## src/design/ip6fmt_pkg.sv

```systemverilog
// shared types, codes and character helpers for the ipv6 address text formatter
package ip6fmt_pkg;

   localparam int unsigned ADDR_W  = 128;
   localparam int unsigned GROUP_W = 16;
   localparam int unsigned NGROUPS = 8;
   localparam int unsigned GIDX_W  = 3;
   localparam int unsigned CHAR_W  = 7;
   localparam int unsigned STYLE_W = 3;

   // style codes
   localparam logic [STYLE_W-1:0] STYLE_CANON  = 3'd0;
   localparam logic [STYLE_W-1:0] STYLE_STRICT = 3'd1;
   localparam logic [STYLE_W-1:0] STYLE_EXPAND = 3'd2;
   localparam logic [STYLE_W-1:0] STYLE_HYPHEN = 3'd3;
   localparam logic [STYLE_W-1:0] STYLE_DOTTED = 3'd4;

   // last group index of the hex part
   localparam logic [GIDX_W-1:0] LAST_GRP_FULL   = 3'd7;
   localparam logic [GIDX_W-1:0] LAST_GRP_DOTTED = 3'd5;

   // ascii codes
   localparam logic [CHAR_W-1:0] CH_COLON  = 7'h3a;
   localparam logic [CHAR_W-1:0] CH_HYPHEN = 7'h2d;
   localparam logic [CHAR_W-1:0] CH_DOT    = 7'h2e;
   localparam logic [CHAR_W-1:0] CH_ZERO   = 7'h30;
   localparam logic [CHAR_W-1:0] CH_HEX_A  = 7'h57;

   typedef enum logic [2:0] {
      ST_IDLE,
      ST_SCAN,
      ST_GRP,
      ST_RUN,
      ST_HEX,
      ST_COLON,
      ST_DDIG,
      ST_DSEP
   } ip6fmt_state_type;

   typedef struct packed {
      logic                start;
      logic [ADDR_W-1:0]   addr;
      logic                dotted;
      logic                compress;
      logic [CHAR_W-1:0]   delim;
   } ip6fmt_job_type;

   typedef struct packed {
      logic              start;
      logic [GIDX_W-1:0] last_grp;
   } ip6fmt_scan_ctl_type;

   typedef struct packed {
      logic              done;
      logic              run;
      logic [GIDX_W-1:0] first;
      logic [GIDX_W:0]   stop;
   } ip6fmt_scan_res_type;

   typedef struct packed {
      logic              valid;
      logic [CHAR_W-1:0] code;
      logic              last;
   } ip6fmt_char_type;

   function automatic logic [CHAR_W-1:0] hex_char(input logic [3:0] nib);
      logic [CHAR_W-1:0] c;
      if (nib < 4'd10) begin
         c = CH_ZERO + CHAR_W'(nib);
      end else begin
         c = CH_HEX_A + CHAR_W'(nib);
      end
      return c;
   endfunction

   // index of the top nonzero nibble, zero for a zero group
   function automatic logic [1:0] lead_nib(input logic [GROUP_W-1:0] v);
      logic [1:0] n;
      if (v[15:12] != 4'd0) begin
         n = 2'd3;
      end else if (v[11:8] != 4'd0) begin
         n = 2'd2;
      end else if (v[7:4] != 4'd0) begin
         n = 2'd1;
      end else begin
         n = 2'd0;
      end
      return n;
   endfunction

   // {hundreds, tens, ones} of a byte
   function automatic logic [9:0] dec_digits(input logic [7:0] v);
      logic [1:0]  h;
      logic [6:0]  r;
      logic [14:0] pt;
      logic [3:0]  t;
      logic [3:0]  o;
      if (v >= 8'd200) begin
         h = 2'd2;
         r = 7'(v - 8'd200);
      end else if (v >= 8'd100) begin
         h = 2'd1;
         r = 7'(v - 8'd100);
      end else begin
         h = 2'd0;
         r = 7'(v);
      end
      // r / 10 by reciprocal, exact for r below 100
      pt = 15'(r) * 15'd205;
      t  = 4'(pt >> 11);
      o  = 4'(r - 7'(7'(t) * 7'd10));
      return {h, t, o};
   endfunction

endpackage

```

## src/design/ip6fmt_scan.sv

```systemverilog
// zero-run search: walks the groups one per cycle and keeps the first longest run
module ip6fmt_scan (
   input  logic                              clock,
   input  logic                              reset,
   input  ip6fmt_pkg::ip6fmt_scan_ctl_type   ctl,
   input  logic [ip6fmt_pkg::ADDR_W-1:0]     addr,
   output ip6fmt_pkg::ip6fmt_scan_res_type   res
);
   import ip6fmt_pkg::*;

   logic              busy_ff, busy_in;
   logic              done_ff, done_in;
   logic [GIDX_W-1:0] g_ff, g_in;
   logic [GIDX_W-1:0] last_ff, last_in;
   logic [GIDX_W-1:0] cur_start_ff, cur_start_in;
   logic [GIDX_W:0]   cur_len_ff, cur_len_in;
   logic [GIDX_W-1:0] best_start_ff, best_start_in;
   logic [GIDX_W:0]   best_len_ff, best_len_in;

   logic [GROUP_W-1:0] grp_w;
   logic [GIDX_W-1:0]  run_start_w;
   logic [GIDX_W:0]    run_len_w;

   assign grp_w       = addr[{~g_ff, 4'b0000} +: GROUP_W];
   assign run_start_w = (cur_len_ff == '0) ? g_ff : cur_start_ff;
   assign run_len_w   = cur_len_ff + 1'b1;

   always_comb begin
      busy_in       = busy_ff;
      done_in       = 1'b0;
      g_in          = g_ff;
      last_in       = last_ff;
      cur_start_in  = cur_start_ff;
      cur_len_in    = cur_len_ff;
      best_start_in = best_start_ff;
      best_len_in   = best_len_ff;
      if (ctl.start) begin
         busy_in       = 1'b1;
         g_in          = '0;
         last_in       = ctl.last_grp;
         cur_start_in  = '0;
         cur_len_in    = '0;
         best_start_in = '0;
         best_len_in   = '0;
      end else if (busy_ff) begin
         if (grp_w == '0) begin
            cur_start_in = run_start_w;
            cur_len_in   = run_len_w;
            if (run_len_w > best_len_ff) begin
               best_len_in   = run_len_w;
               best_start_in = run_start_w;
            end
         end else begin
            cur_len_in = '0;
         end
         if (g_ff == last_ff) begin
            busy_in = 1'b0;
            done_in = 1'b1;
         end else begin
            g_in = g_ff + 1'b1;
         end
      end
   end

   always_ff @(posedge clock) begin
      if (reset) begin
         busy_ff       <= 1'b0;
         done_ff       <= 1'b0;
         g_ff          <= '0;
         last_ff       <= '0;
         cur_start_ff  <= '0;
         cur_len_ff    <= '0;
         best_start_ff <= '0;
         best_len_ff   <= '0;
      end else begin
         busy_ff       <= busy_in;
         done_ff       <= done_in;
         g_ff          <= g_in;
         last_ff       <= last_in;
         cur_start_ff  <= cur_start_in;
         cur_len_ff    <= cur_len_in;
         best_start_ff <= best_start_in;
         best_len_ff   <= best_len_in;
      end
   end

   assign res.done  = done_ff;
   assign res.run   = (best_len_ff >= 4'd2);
   assign res.first = best_start_ff;
   assign res.stop  = {1'b0, best_start_ff} + best_len_ff;

   a_best_covers_cur: assert property (@(posedge clock) disable iff (reset)
      best_len_ff >= cur_len_ff)
      else $error("current zero run longer than best run");

   a_done_after_walk: assert property (@(posedge clock) disable iff (reset)
      done_ff |-> $past(busy_ff) && !busy_ff)
      else $error("scan done without a finished walk");

   a_run_in_range: assert property (@(posedge clock) disable iff (reset)
      res.run |-> res.stop <= {1'b0, last_ff} + 4'd1)
      else $error("zero run ends past the last group");

endmodule

```

## src/design/ip6fmt_emit.sv

```systemverilog
// sequencer: delimiters, hex groups, decimal bytes; one per cycle while slot_free
module ip6fmt_emit (
   input  logic                              clock,
   input  logic                              reset,
   input  ip6fmt_pkg::ip6fmt_job_type        job,
   input  logic                              slot_free,
   input  ip6fmt_pkg::ip6fmt_scan_res_type   scan_res,
   output ip6fmt_pkg::ip6fmt_scan_ctl_type   scan_ctl,
   output logic [ip6fmt_pkg::ADDR_W-1:0]     held_addr,
   output logic                              busy,
   output ip6fmt_pkg::ip6fmt_char_type       chr
);
   import ip6fmt_pkg::*;

   ip6fmt_state_type  state_ff, state_in;
   logic [ADDR_W-1:0] addr_ff, addr_in;
   logic              dotted_ff, dotted_in;
   logic              compress_ff, compress_in;
   logic [CHAR_W-1:0] delim_ff, delim_in;
   logic [GIDX_W-1:0] g_ff, g_in;
   logic [1:0]        nib_ff, nib_in;
   logic [1:0]        b_ff, b_in;
   logic [1:0]        ph_ff, ph_in;

   logic [GIDX_W-1:0]  last_grp_w;
   logic [GROUP_W-1:0] grp_w;
   logic [7:0]         byte_w;
   logic [9:0]         digits_w;
   logic [3:0]         digit_w;
   logic               run_w;
   logic               at_run_w;
   logic               run_to_end_w;
   logic               skip_w;
   logic               emit_w;
   logic               adv_w;
   logic [CHAR_W-1:0]  code_w;
   logic               last_w;

   assign last_grp_w   = dotted_ff ? LAST_GRP_DOTTED : LAST_GRP_FULL;
   assign grp_w        = addr_ff[{~g_ff, 4'b0000} +: GROUP_W];
   assign byte_w       = addr_ff[{~b_ff, 3'b000} +: 8];
   assign digits_w     = dec_digits(byte_w);
   assign run_w        = scan_res.run & compress_ff;
   assign at_run_w     = run_w && (g_ff == scan_res.first);
   assign run_to_end_w = scan_res.stop > {1'b0, last_grp_w};
   // leading zero digits of a decimal byte are stepped over
   assign skip_w       = ((ph_ff == 2'd2) && (byte_w < 8'd100))
                       || ((ph_ff == 2'd1) && (byte_w < 8'd10));

   always_comb begin
      case (ph_ff)
         2'd2:    digit_w = {2'b00, digits_w[9:8]};
         2'd1:    digit_w = digits_w[7:4];
         default: digit_w = digits_w[3:0];
      endcase
   end

   // next state
   always_comb begin
      state_in = state_ff;
      unique case (state_ff)
         ST_IDLE: begin
            if (job.start) state_in = ST_SCAN;
         end
         ST_SCAN: begin
            if (scan_res.done) state_in = ST_GRP;
         end
         ST_GRP: begin
            if (adv_w) state_in = at_run_w ? ST_RUN : ST_HEX;
         end
         ST_RUN: begin
            if (adv_w) begin
               if (run_to_end_w) begin
                  state_in = dotted_ff ? ST_DDIG : ST_IDLE;
               end else begin
                  state_in = ST_GRP;
               end
            end
         end
         ST_HEX: begin
            if (adv_w && (nib_ff == 2'd0)) begin
               if (g_ff == last_grp_w) begin
                  state_in = dotted_ff ? ST_COLON : ST_IDLE;
               end else begin
                  state_in = ST_GRP;
               end
            end
         end
         ST_COLON: begin
            if (adv_w) state_in = ST_DDIG;
         end
         ST_DDIG: begin
            if (adv_w && (ph_ff == 2'd0)) begin
               state_in = (b_ff == 2'd3) ? ST_IDLE : ST_DSEP;
            end
         end
         ST_DSEP: begin
            if (adv_w) state_in = ST_DDIG;
         end
         default: state_in = ST_IDLE;
      endcase
   end

   // outputs and datapath
   always_comb begin
      emit_w      = 1'b0;
      code_w      = delim_ff;
      last_w      = 1'b0;
      addr_in     = addr_ff;
      dotted_in   = dotted_ff;
      compress_in = compress_ff;
      delim_in    = delim_ff;
      g_in        = g_ff;
      nib_in      = nib_ff;
      b_in        = b_ff;
      ph_in       = ph_ff;
      unique case (state_ff)
         ST_IDLE: begin
            if (job.start) begin
               addr_in     = job.addr;
               dotted_in   = job.dotted;
               compress_in = job.compress;
               delim_in    = job.delim;
            end
         end
         ST_SCAN: begin
            g_in = '0;
         end
         ST_GRP: begin
            if (at_run_w) begin
               emit_w = 1'b1;
            end else begin
               emit_w = (g_ff != '0);
               nib_in = lead_nib(grp_w);
            end
         end
         ST_RUN: begin
            if (run_to_end_w) begin
               emit_w = 1'b1;
               last_w = !dotted_ff;
               b_in   = 2'd0;
               ph_in  = 2'd2;
            end else begin
               g_in = scan_res.stop[GIDX_W-1:0];
            end
         end
         ST_HEX: begin
            emit_w = 1'b1;
            code_w = hex_char(grp_w[{nib_ff, 2'b00} +: 4]);
            if (nib_ff == 2'd0) begin
               if (g_ff == last_grp_w) begin
                  last_w = !dotted_ff;
                  b_in   = 2'd0;
               end else if (slot_free) begin
                  g_in = g_ff + 1'b1;
               end
            end else if (slot_free) begin
               nib_in = nib_ff - 1'b1;
            end
         end
         ST_COLON: begin
            emit_w = 1'b1;
            code_w = CH_COLON;
            ph_in  = 2'd2;
         end
         ST_DDIG: begin
            emit_w = !skip_w;
            code_w = CH_ZERO + CHAR_W'(digit_w);
            if (ph_ff == 2'd0) begin
               last_w = (b_ff == 2'd3);
               if (slot_free && (b_ff != 2'd3)) b_in = b_ff + 1'b1;
            end else if (skip_w || slot_free) begin
               ph_in = ph_ff - 1'b1;
            end
         end
         ST_DSEP: begin
            emit_w = 1'b1;
            code_w = CH_DOT;
            ph_in  = 2'd2;
         end
         default: begin
            emit_w = 1'b0;
         end
      endcase
   end

   assign adv_w = !emit_w || slot_free;

   always_ff @(posedge clock) begin
      if (reset) begin
         state_ff <= ST_IDLE;
      end else begin
         state_ff <= state_in;
      end
   end

   always_ff @(posedge clock) begin
      addr_ff     <= addr_in;
      dotted_ff   <= dotted_in;
      compress_ff <= compress_in;
      delim_ff    <= delim_in;
      g_ff        <= g_in;
      nib_ff      <= nib_in;
      b_ff        <= b_in;
      ph_ff       <= ph_in;
   end

   assign scan_ctl.start    = (state_ff == ST_IDLE) && job.start;
   assign scan_ctl.last_grp = job.dotted ? LAST_GRP_DOTTED : LAST_GRP_FULL;
   // the scan walks the captured address, the input bus may move on after accept
   assign held_addr         = addr_ff;
   assign busy              = (state_ff != ST_IDLE);
   assign chr.valid         = emit_w && slot_free;
   assign chr.code          = code_w;
   assign chr.last          = last_w;

   a_idle_silent: assert property (@(posedge clock) disable iff (reset)
      state_ff == ST_IDLE |-> !chr.valid)
      else $error("character emitted while idle");

   a_last_ends_item: assert property (@(posedge clock) disable iff (reset)
      chr.valid && chr.last |=> state_ff == ST_IDLE)
      else $error("sequencer still busy after the final character");

   a_scan_done_in_scan: assert property (@(posedge clock) disable iff (reset)
      scan_res.done |-> state_ff == ST_SCAN)
      else $error("zero-run result arrived outside the scan phase");

endmodule

```

## src/design/ipv6_address_text_formatter.sv

```systemverilog
// ipv6 address text formatter top level: one address in, its text out at most a character
// per cycle while the output is not stalled, after a zero-run scan of the groups (0 to 5
// only in dotted-quad form); group 0 is a silent step unless a run starts there, and so
// are stepping over an inner zero run and each leading zero digit of a decimal byte; an
// unused style is accepted with no text; req_tready is high only while the sequencer is
// idle; reset clears the sequencer state, the scan registers and the output valid flag
module ipv6_address_text_formatter (
   input  logic         clock,
   input  logic         reset,
   input  logic         req_tvalid,
   output logic         req_tready,
   input  logic [135:0] req_tdata,   // addr_high [63:0], addr_low [127:64], style [130:128]
   output logic         rsp_tvalid,
   input  logic         rsp_tready,
   output logic [7:0]   rsp_tdata,   // char_code [6:0]
   output logic         rsp_tlast
);
   import ip6fmt_pkg::*;

   logic [63:0]        addr_high_w;
   logic [63:0]        addr_low_w;
   logic [STYLE_W-1:0] style_w;
   logic               v4_w;
   logic               busy_w;
   logic               slot_free_w;
   logic [ADDR_W-1:0]  held_addr_w;

   ip6fmt_job_type      job_w;
   ip6fmt_scan_ctl_type scan_ctl_w;
   ip6fmt_scan_res_type scan_res_w;
   ip6fmt_char_type     chr_w;

   logic              rsp_valid_ff, rsp_valid_in;
   logic [CHAR_W-1:0] rsp_code_ff, rsp_code_in;
   logic              rsp_last_ff, rsp_last_in;

   assign addr_high_w = req_tdata[63:0];
   assign addr_low_w  = req_tdata[127:64];
   assign style_w     = req_tdata[130:128];

   // mapped or translated ipv4 prefix
   assign v4_w = (addr_high_w == '0)
              && ((addr_low_w[63:32] == 32'h0000ffff) || (addr_low_w[63:32] == 32'hffff0000));

   assign req_tready = !busy_w;

   always_comb begin
      job_w.start    = 1'b0;
      job_w.addr     = {addr_high_w, addr_low_w};
      job_w.dotted   = 1'b0;
      job_w.compress = 1'b1;
      job_w.delim    = CH_COLON;
      unique case (style_w)
         STYLE_CANON: begin
            job_w.start  = req_tvalid;
            job_w.dotted = v4_w;
         end
         STYLE_STRICT: begin
            job_w.start = req_tvalid;
         end
         STYLE_EXPAND: begin
            job_w.start    = req_tvalid;
            job_w.compress = 1'b0;
         end
         STYLE_HYPHEN: begin
            job_w.start = req_tvalid;
            job_w.delim = CH_HYPHEN;
         end
         STYLE_DOTTED: begin
            job_w.start  = req_tvalid;
            job_w.dotted = 1'b1;
         end
         // unused codes produce no text
         default: begin
            job_w.start = 1'b0;
         end
      endcase
   end

   assign slot_free_w = !rsp_valid_ff || rsp_tready;

   ip6fmt_scan u_scan (
      .clock (clock),
      .reset (reset),
      .ctl   (scan_ctl_w),
      .addr  (held_addr_w),
      .res   (scan_res_w)
   );

   ip6fmt_emit u_emit (
      .clock     (clock),
      .reset     (reset),
      .job       (job_w),
      .slot_free (slot_free_w),
      .scan_res  (scan_res_w),
      .scan_ctl  (scan_ctl_w),
      .held_addr (held_addr_w),
      .busy      (busy_w),
      .chr       (chr_w)
   );

   always_comb begin
      rsp_valid_in = rsp_valid_ff;
      rsp_code_in  = rsp_code_ff;
      rsp_last_in  = rsp_last_ff;
      if (chr_w.valid) begin
         rsp_valid_in = 1'b1;
         rsp_code_in  = chr_w.code;
         rsp_last_in  = chr_w.last;
      end else if (rsp_tready) begin
         rsp_valid_in = 1'b0;
      end
   end

   always_ff @(posedge clock) begin
      if (reset) begin
         rsp_valid_ff <= 1'b0;
      end else begin
         rsp_valid_ff <= rsp_valid_in;
      end
   end

   always_ff @(posedge clock) begin
      rsp_code_ff <= rsp_code_in;
      rsp_last_ff <= rsp_last_in;
   end

   assign rsp_tvalid = rsp_valid_ff;
   assign rsp_tdata  = {1'b0, rsp_code_ff};
   assign rsp_tlast  = rsp_last_ff;

endmodule
```

## config.mk

```make
export PLATFORM = sky130hd
export DESIGN_NAME = ipv6_address_text_formatter
export DESIGN_NICKNAME = d
export VERILOG_FILES = /design/src/design/ip6fmt_pkg.sv /design/src/design/ip6fmt_scan.sv /design/src/design/ip6fmt_emit.sv /design/src/design/ipv6_address_text_formatter.sv
export SDC_FILE = /design/constraint.sdc
export NUM_CORES = 1
export LEC_CHECK = 0
export ABC_AREA = 1
export BUFFER_PORTS_ARGS = -buffer_cell sky130_fd_sc_hd__clkbuf_2
export CORE_MARGIN = 5
export CORE_UTILIZATION = 55
export DETAILED_ROUTE_END_ITERATION = 16
export PLACE_DENSITY_LB_ADDON = 0.3
export RECOVER_POWER = 25
export REMOVE_ABC_BUFFERS = 1
export SYNTH_ARGS = -nofsm -noshare
export SYNTH_HDL_FRONTEND = slang
export SYNTH_SLANG_ARGS = --single-unit
```

## constraint.sdc

```tcl
create_clock -name clock -period 9.9 [get_ports clock]
set_clock_uncertainty 0.15 [all_clocks]
set_input_delay 1.98 -clock clock [delete_from_list [all_inputs] [get_ports clock]]
set_output_delay 1.98 -clock clock [all_outputs]
set_load 0.02 [all_outputs]
```

==> impl_metrics.toml, run 1 <==
[worst_setup_path]
end_kind = "flop"
critPathKind = "flop to flop"
cp_common_cell = "nand2_1"
required_ns = 9.94
start_kind = "flop"
crit_path_top_delay_cell = "edfxtp_1"
arrival_ns = 7.31
path_max_fanout = 25
cpPeakStageDelay_ns = 0.88

[placed_design]
gp_congestion = 0.955
portBuffers = 144
hpwl_um = 20200

[floorplan]
coreArea_sq_um = 18000
floorplan.rows = 49
dieArea_sq_um = 21200
fp.dieH_um = 146
io_pins = 151
die_x_um = 146
start_util = 0.561

[global_routing]
grt_pass1_vias = 8572
grt_pass1_wl_um = 42400
grt_max_degree = 70
grt_use_total = 0.247
overflow = 0
antenna_found_initial = 0

[route]
routedWlPerCell_um = 17.9
ant_nets = 0
initialDrtViolationCount = 1012
drt_pass1_iterations = 6
post_drt_via_cell_ratio = 5.94
drc = 0
routed_wl_um = 26600
vias = 8808

[cells_and_area]
drive_above_1_share = 0.121
area_delta_synth_final_pct = 13.8
layout.nets = 1450
fill_cells = 1498
antenna_cells = 0

[clock_tree]
clk_pin_slew_ns = 0.07
clk_latency_ns = 0.43
clock_sinks = 174
cts_resized = 0
cts_buffers = 17
cts_setup_buffers = 0
ctsHoldBuffers = 0
cts-root-to-sink-buffers = 2
cts_root_buf = "clkbuf_16"
cts_tree = "yes"
htreeDepth = 4

[logic_synthesis]
netlist_area_sq_um = 10100
ys_types = 53
synth_warnings = 0
yosysSeqAreaShare = 0.492
avgSynthCellArea_sq_um = 9.12
ys_ff_latch = 174
netlist_instances = 1109

[sta]
rsz0062_at_grt = "no"
max_slew_margin = 0.402
hold_violations = 0
setup_viol = 0
fmax_mhz = 137
setup_tns_ns = 0
layout_min_cycle_time_ns = 7.28
worstMarginPinSlew_ns = 0.895
fin_crit_sh = 0.735
drv_slew = 0

[hold_path]
hold_class = "flop to flop"

[status]
outcome = "finished, final reports clean"

[job]
max_cap_viol_count = 0
[cell type report]
| cell class | count | area, sq um | area share |
|---|---|---|---|
| inverters | 131 | 494 | 0.0429 |
| multi-input cells | 768 | 4470 | 0.389 |
| clock inverters | 15 | 173 | 0.0150 |
| well taps | 229 | 287 | 0.0249 |
| repair buffers | 148 | 686 | 0.0596 |
| clock buffers | 17 | 425 | 0.0369 |
| flip-flops and latches | 174 | 4970 | 0.432 |
[critical path: cells and delay by family, from the launching register on]
kind,cells,cell delay [ns]
AO/OA/AOI/OAI,6,1.21
XOR/XNOR,1,0.22
adder cells (fa/ha/maj),8,2.66
buffers and inverters,6,0.61
flip-flops,1,0.88
AND/OR/NAND/NOR,15,1.28
[layout by cell type, fill, tap and decap left out, types with 4 or more instances in the layout]
| master | netlist | routed |
|---|---|---|
| clkbuf_16 | 0 | 17 |
| o21ai_0 | 88 | 88 |
| fa_1 | 10 | 10 |
| nor2_1 | 90 | 90 |
| buf_4 | 3 | 4 |
| o221ai_1 | 11 | 11 |
| a21oi_1 | 77 | 77 |
| o41ai_1 | 4 | 4 |
| dfxtp_1 | 25 | 25 |
| nand2_2 | 14 | 14 |
| clkbuf_1 | 17 | 52 |
| inv_8 | 0 | 4 |
| nand2_1 | 183 | 183 |
| nor4_1 | 44 | 44 |
| edfxtp_1 | 149 | 149 |
| ha_1 | 60 | 60 |
| inv_1 | 126 | 124 |
| xor2_1 | 5 | 5 |
| nand4_1 | 28 | 28 |
| o22ai_1 | 6 | 6 |
| xnor2_1 | 5 | 5 |
| clkinv_1 | 3 | 4 |
| a31oi_1 | 4 | 4 |
| nor3_1 | 12 | 12 |
| o211ai_1 | 21 | 21 |
| nand3_1 | 67 | 67 |
| clkbuf_2 | 0 | 92 |
| a22oi_1 | 4 | 4 |
[final timing paths]
check	startpoint	end	slack, ns	depth (start not counted)
worst min-delay path	u_scan.best_len_ff[3]$_SDFFE_PP0P_	u_scan.best_len_ff[3]$_SDFFE_PP0P_	0.32	2
worst max register to register	u_emit.b_ff[0]$_SDFFCE_PN0P_	rsp_code_ff[3]$_DFFE_PP_	2.62	36
worst max-delay path	u_emit.b_ff[0]$_SDFFCE_PN0P_	rsp_code_ff[3]$_DFFE_PP_	2.62	36
worst min register to register	u_scan.best_len_ff[3]$_SDFFE_PP0P_	u_scan.best_len_ff[3]$_SDFFE_PP0P_	0.32	2
[stage by stage]
| step | area, sq um | cells | hold slack [ns] | utilization | setup WS [ns] |
|---|---|---|---|---|---|
| floorplan | 9940 | 1073 | 0.285 | - | 3.59 |
| global placement | 11000 | 1450 | 0.300 | 0.609 | 2.88 |
| detailed placement | 11000 | 1450 | 0.311 | 0.609 | 2.70 |
| CTS | 11600 | 1482 | 0.321 | 0.642 | 2.65 |
| global route | 11500 | 1482 | 0.354 | 0.639 | 1.92 |
| finish | 11500 | 1482 | 0.319 | 0.639 | 2.62 |
[synthesized netlist by cell type, drive strengths merged]
cell	instances	area, sq um
a2111oi	1	8.76
a211oi	2	15.0
a21o	1	7.51
a21oi	78	394
a221o	1	10.0
a221oi	1	8.76
a22o	1	8.76
a22oi	4	30.0
a31oi	4	25.0
a32o	3	30.0
a41oi	1	8.76
and2	2	12.5
and3	2	12.5
buf	19	113
clkbuf	17	63.8
clkinv	3	11.3
conb	2	7.51
dfxtp	25	500
edfxtp	149	4470
fa	10	200
ha	60	751
inv	128	480
nand2	197	774
nand3	68	345
nand3b	2	15.0
nand4	28	175
nor2	91	344
nor3	12	60.1
nor4	44	275
o2111ai	3	26.3
o211a	1	10.0
o211ai	21	158
o21ai	92	472
o21bai	1	7.51
o221ai	11	96.3
o22ai	6	37.5
o41ai	4	35.0
or2	3	18.8
or3	1	6.26
xnor2	5	43.8
xor2	5	43.8
[metal layers]
layer | up-vias | GRT usage | wire [um]
li1 | 4219 | - | -
met1 | 4086 | 0.324 | 10900
met2 | 437 | 0.406 | 12700
met3 | 66 | 0.0511 | 2230
met4 | 0 | 0.0914 | 732
met5 | - | 0 | 0
[cell families (layout without fill, tap and decap cells)]
kind of cell,after synthesis,in the layout,synth area share
xor gates and xnor gates,10,10,0.00866
other,2,2,0.000742
AOI/OAI and AO/OA,236,236,0.137
and+or+nand+nor,450,450,0.202
adders and majority gates,70,70,0.0940
buffers and inverters,167,311,0.0660
DFF,174,174,0.492
[flip-flops by register name, indices dropped and copies added (netlist names)]
| name | cells |
|---|---|
| u_scan.last_ff | 2 |
| u_emit.ph_ff | 2 |
| u_emit.b_ff | 2 |
| u_emit.dotted_ff | 1 |
| u_emit.nib_ff | 2 |
| u_emit.held_addr | 128 |
| u_scan.busy_ff | 1 |
| u_scan.best_len_ff | 4 |
| u_scan.best_start_ff | 3 |
| u_scan.cur_len_ff | 4 |
| u_emit.delim_ff | 2 |
| u_scan.cur_start_ff | 3 |
| rsp_tvalid | 1 |
| u_emit.state_ff | 3 |
| u_emit.compress_ff | 1 |
| u_scan.done_ff | 1 |
| rsp_tlast | 1 |
| rsp_code_ff | 7 |
| u_emit.g_ff | 3 |
| u_scan.g_ff | 3 |
Power of run 1 is not shown: default switching activity piles up to over one toggle a cycle in this logic, so the estimate is an artifact.
==> inputs of run 2 (changes only) <==
- CORE_UTILIZATION: 55 -> 52
- clock period: 9.9 -> 6.3 ns (I/O delays scaled with it)
==> run 2 against run 1 <==
  * First-iteration DRC count shrank 11%
  * Sequential share of layout area shrank 2.5 points
  * Wire length grew 2.3%
  * Cell count grew 5.1%
  * Maximum frequency grew 20%
  * Non-clock buffer count grew 39
  * Worst hold slack lost 0.0015 ns
  * Utilization shrank 0.59 points
  * Critical endpoint unchanged
==> impl_metrics.toml, run 2 (synthesis results as in run 1) <==
[worst_setup_path]
cp_common_cell = "nand2_1"
arrival_ns = 6.10
end_kind = "flop"
critPathKind = "flop to flop"
r2r-end = "rsp_code_ff[3]$_DFFE_PP_"
required_ns = 6.32
r2r_start = "u_emit.b_ff[0]$_SDFFCE_PN0P_"
crit_path_top_delay_cell = "fa_1"
path_max_fanout = 5
cpPeakStageDelay_ns = 0.52
r2r_slack_ns = 0.22
r2r_cells = 41
start_kind = "flop"

[cells_and_area]
largest_register_ffs = 128
fill_cells = 1603
final_cell_mix = "164 x nand2_1, 149 x edfxtp_1, 117 x inv_1, 99 x clkbuf_2, 86 x nor2_1"
drive_above_1_share = 0.200
multi_input_area_sq_um = 4830
final_common_cell = "nand2_1"
seqCellArea_sq_um = 4970
fin_cells = 1557
antenna_cells = 0
layout.nets = 1489
area_delta_synth_final_pct = 20.9

[clock_tree]
ctsHoldBuffers = 0
clk_latency_ns = 0.43
clock_sinks = 174
cts_tree = "yes"
htreeDepth = 4
cts-root-to-sink-buffers = 2
cts_buffers = 17
clk_pin_slew_ns = 0.07
cts_root_buf = "clkbuf_16"

[global_routing]
grt_max_degree = 79
grt_use_total = 0.237
grt_pass1_wl_um = 42000
grt_pass1_vias = 8365
overflow = 0
antenna_found_initial = 0

[floorplan]
io_pins = 151
die_x_um = 149
coreArea_sq_um = 19300
floorplan.rows = 51
fp.dieH_um = 149
start_util = 0.523
dieArea_sq_um = 22300

[sta]
worstMarginPinSlew_ns = 0.978
fin_crit_sh = 0.965
layout_min_cycle_time_ns = 6.08
hold_violations = 0
max_slew_margin = 0.347
fmax_mhz = 164
rsz0062_at_grt = "yes"
fin_ws_ns = 0.219
setup_viol = 0
drv_slew = 0

[placed_design]
hpwl_um = 20200
pre_cts_ws_ns = -0.124
gp_congestion = 0.941
place_inst = 1508
portBuffers = 144

[hold_path]
hp-start = "u_scan.best_len_ff[3]$_SDFFE_PP0P_"
hold_class = "flop to flop"
hold_end = "u_scan.best_len_ff[3]$_SDFFE_PP0P_"
whs_path_depth = 2

[job]
max_cap_viol_count = 0

[route]
routed_wl_um = 27200
post_drt_via_cell_ratio = 5.72
ant_nets = 0
drt_pass1_iterations = 7
drc = 0
vias = 8903
initialDrtViolationCount = 896
routedWlPerCell_um = 17.5

[status]
outcome = "finished, final reports clean"
## run 2: critical path, delay by kind of cell, from the launching register on
family | cells | cell delay, ns
buf+inv | 9 | 0.70
simple gates | 19 | 1.55
fa+ha+maj | 8 | 2.39
flops | 1 | 0.42
compound gates | 5 | 0.60
## run 2: timing repair
| item | 4_1_cts | 5_1_grt |
|---|---|---|
| buffers inserted | 3 | 13 |
| gates resized for setup | 4 | 89 |
| endpoints found under the setup margin | 1 | 2 |
| pin swaps | 2 | 36 |
| cloned | 0 | 1 |
## run 2: worst max path at each step
| stage | start | end | slack (ns) | depth (start not counted) |
|---|---|---|---|---|
| 2_1_floorplan | u_emit.b_ff[0]$_SDFFCE_PN0P_ | rsp_code_ff[3]$_DFFE_PP_ | -0.006 | 36 |
| 3_3_place_gp | u_emit.b_ff[0]$_SDFFCE_PN0P_ | rsp_code_ff[3]$_DFFE_PP_ | -0.002 | 36 |
| 3_5_place_dp | u_emit.b_ff[0]$_SDFFCE_PN0P_ | rsp_code_ff[3]$_DFFE_PP_ | -0.12 | 37 |
| 4_1_cts | u_emit.b_ff[0]$_SDFFCE_PN0P_ | rsp_code_ff[3]$_DFFE_PP_ | 0.003 | 41 |
| 5_1_grt | u_emit.b_ff[0]$_SDFFCE_PN0P_ | rsp_code_ff[3]$_DFFE_PP_ | -0.13 | 40 |
| 6_report | u_emit.b_ff[0]$_SDFFCE_PN0P_ | rsp_code_ff[3]$_DFFE_PP_ | 0.22 | 41 |
## run 2: final cells by class
| class | count | area share |
|---|---|---|
| clock buffer | 17 | 0.0348 |
| clock inverter | 15 | 0.0138 |
| inverter | 131 | 0.0406 |
| multi-input combinational | 768 | 0.395 |
| sequential | 174 | 0.407 |
| tap | 265 | 0.0271 |
| timing repair buffer | 187 | 0.0823 |
## run 2: metrics by stage
step	hold slack, ns	setup TNS, ns	cell area (sq um)	utilization
final	0.318	0	12200	0.633
after global routing	0.332	-0.126	12200	0.633
after CTS	0.318	0	11800	0.611
after detailed placement	0.308	-0.124	11200	0.579
after global placement	0.302	-0.00231	11200	0.579
after floorplan	0.285	-0.00570	9940	-
## run 2: metal layers
metal	wire, um	GRT usage	vias up
met4	862	0.0892	0
li1	-	-	4299
met2	12900	0.378	415
met5	0	0	-
met3	2080	0.0366	72
met1	11400	0.330	4117
Power of run 2 is left out for the same reason.
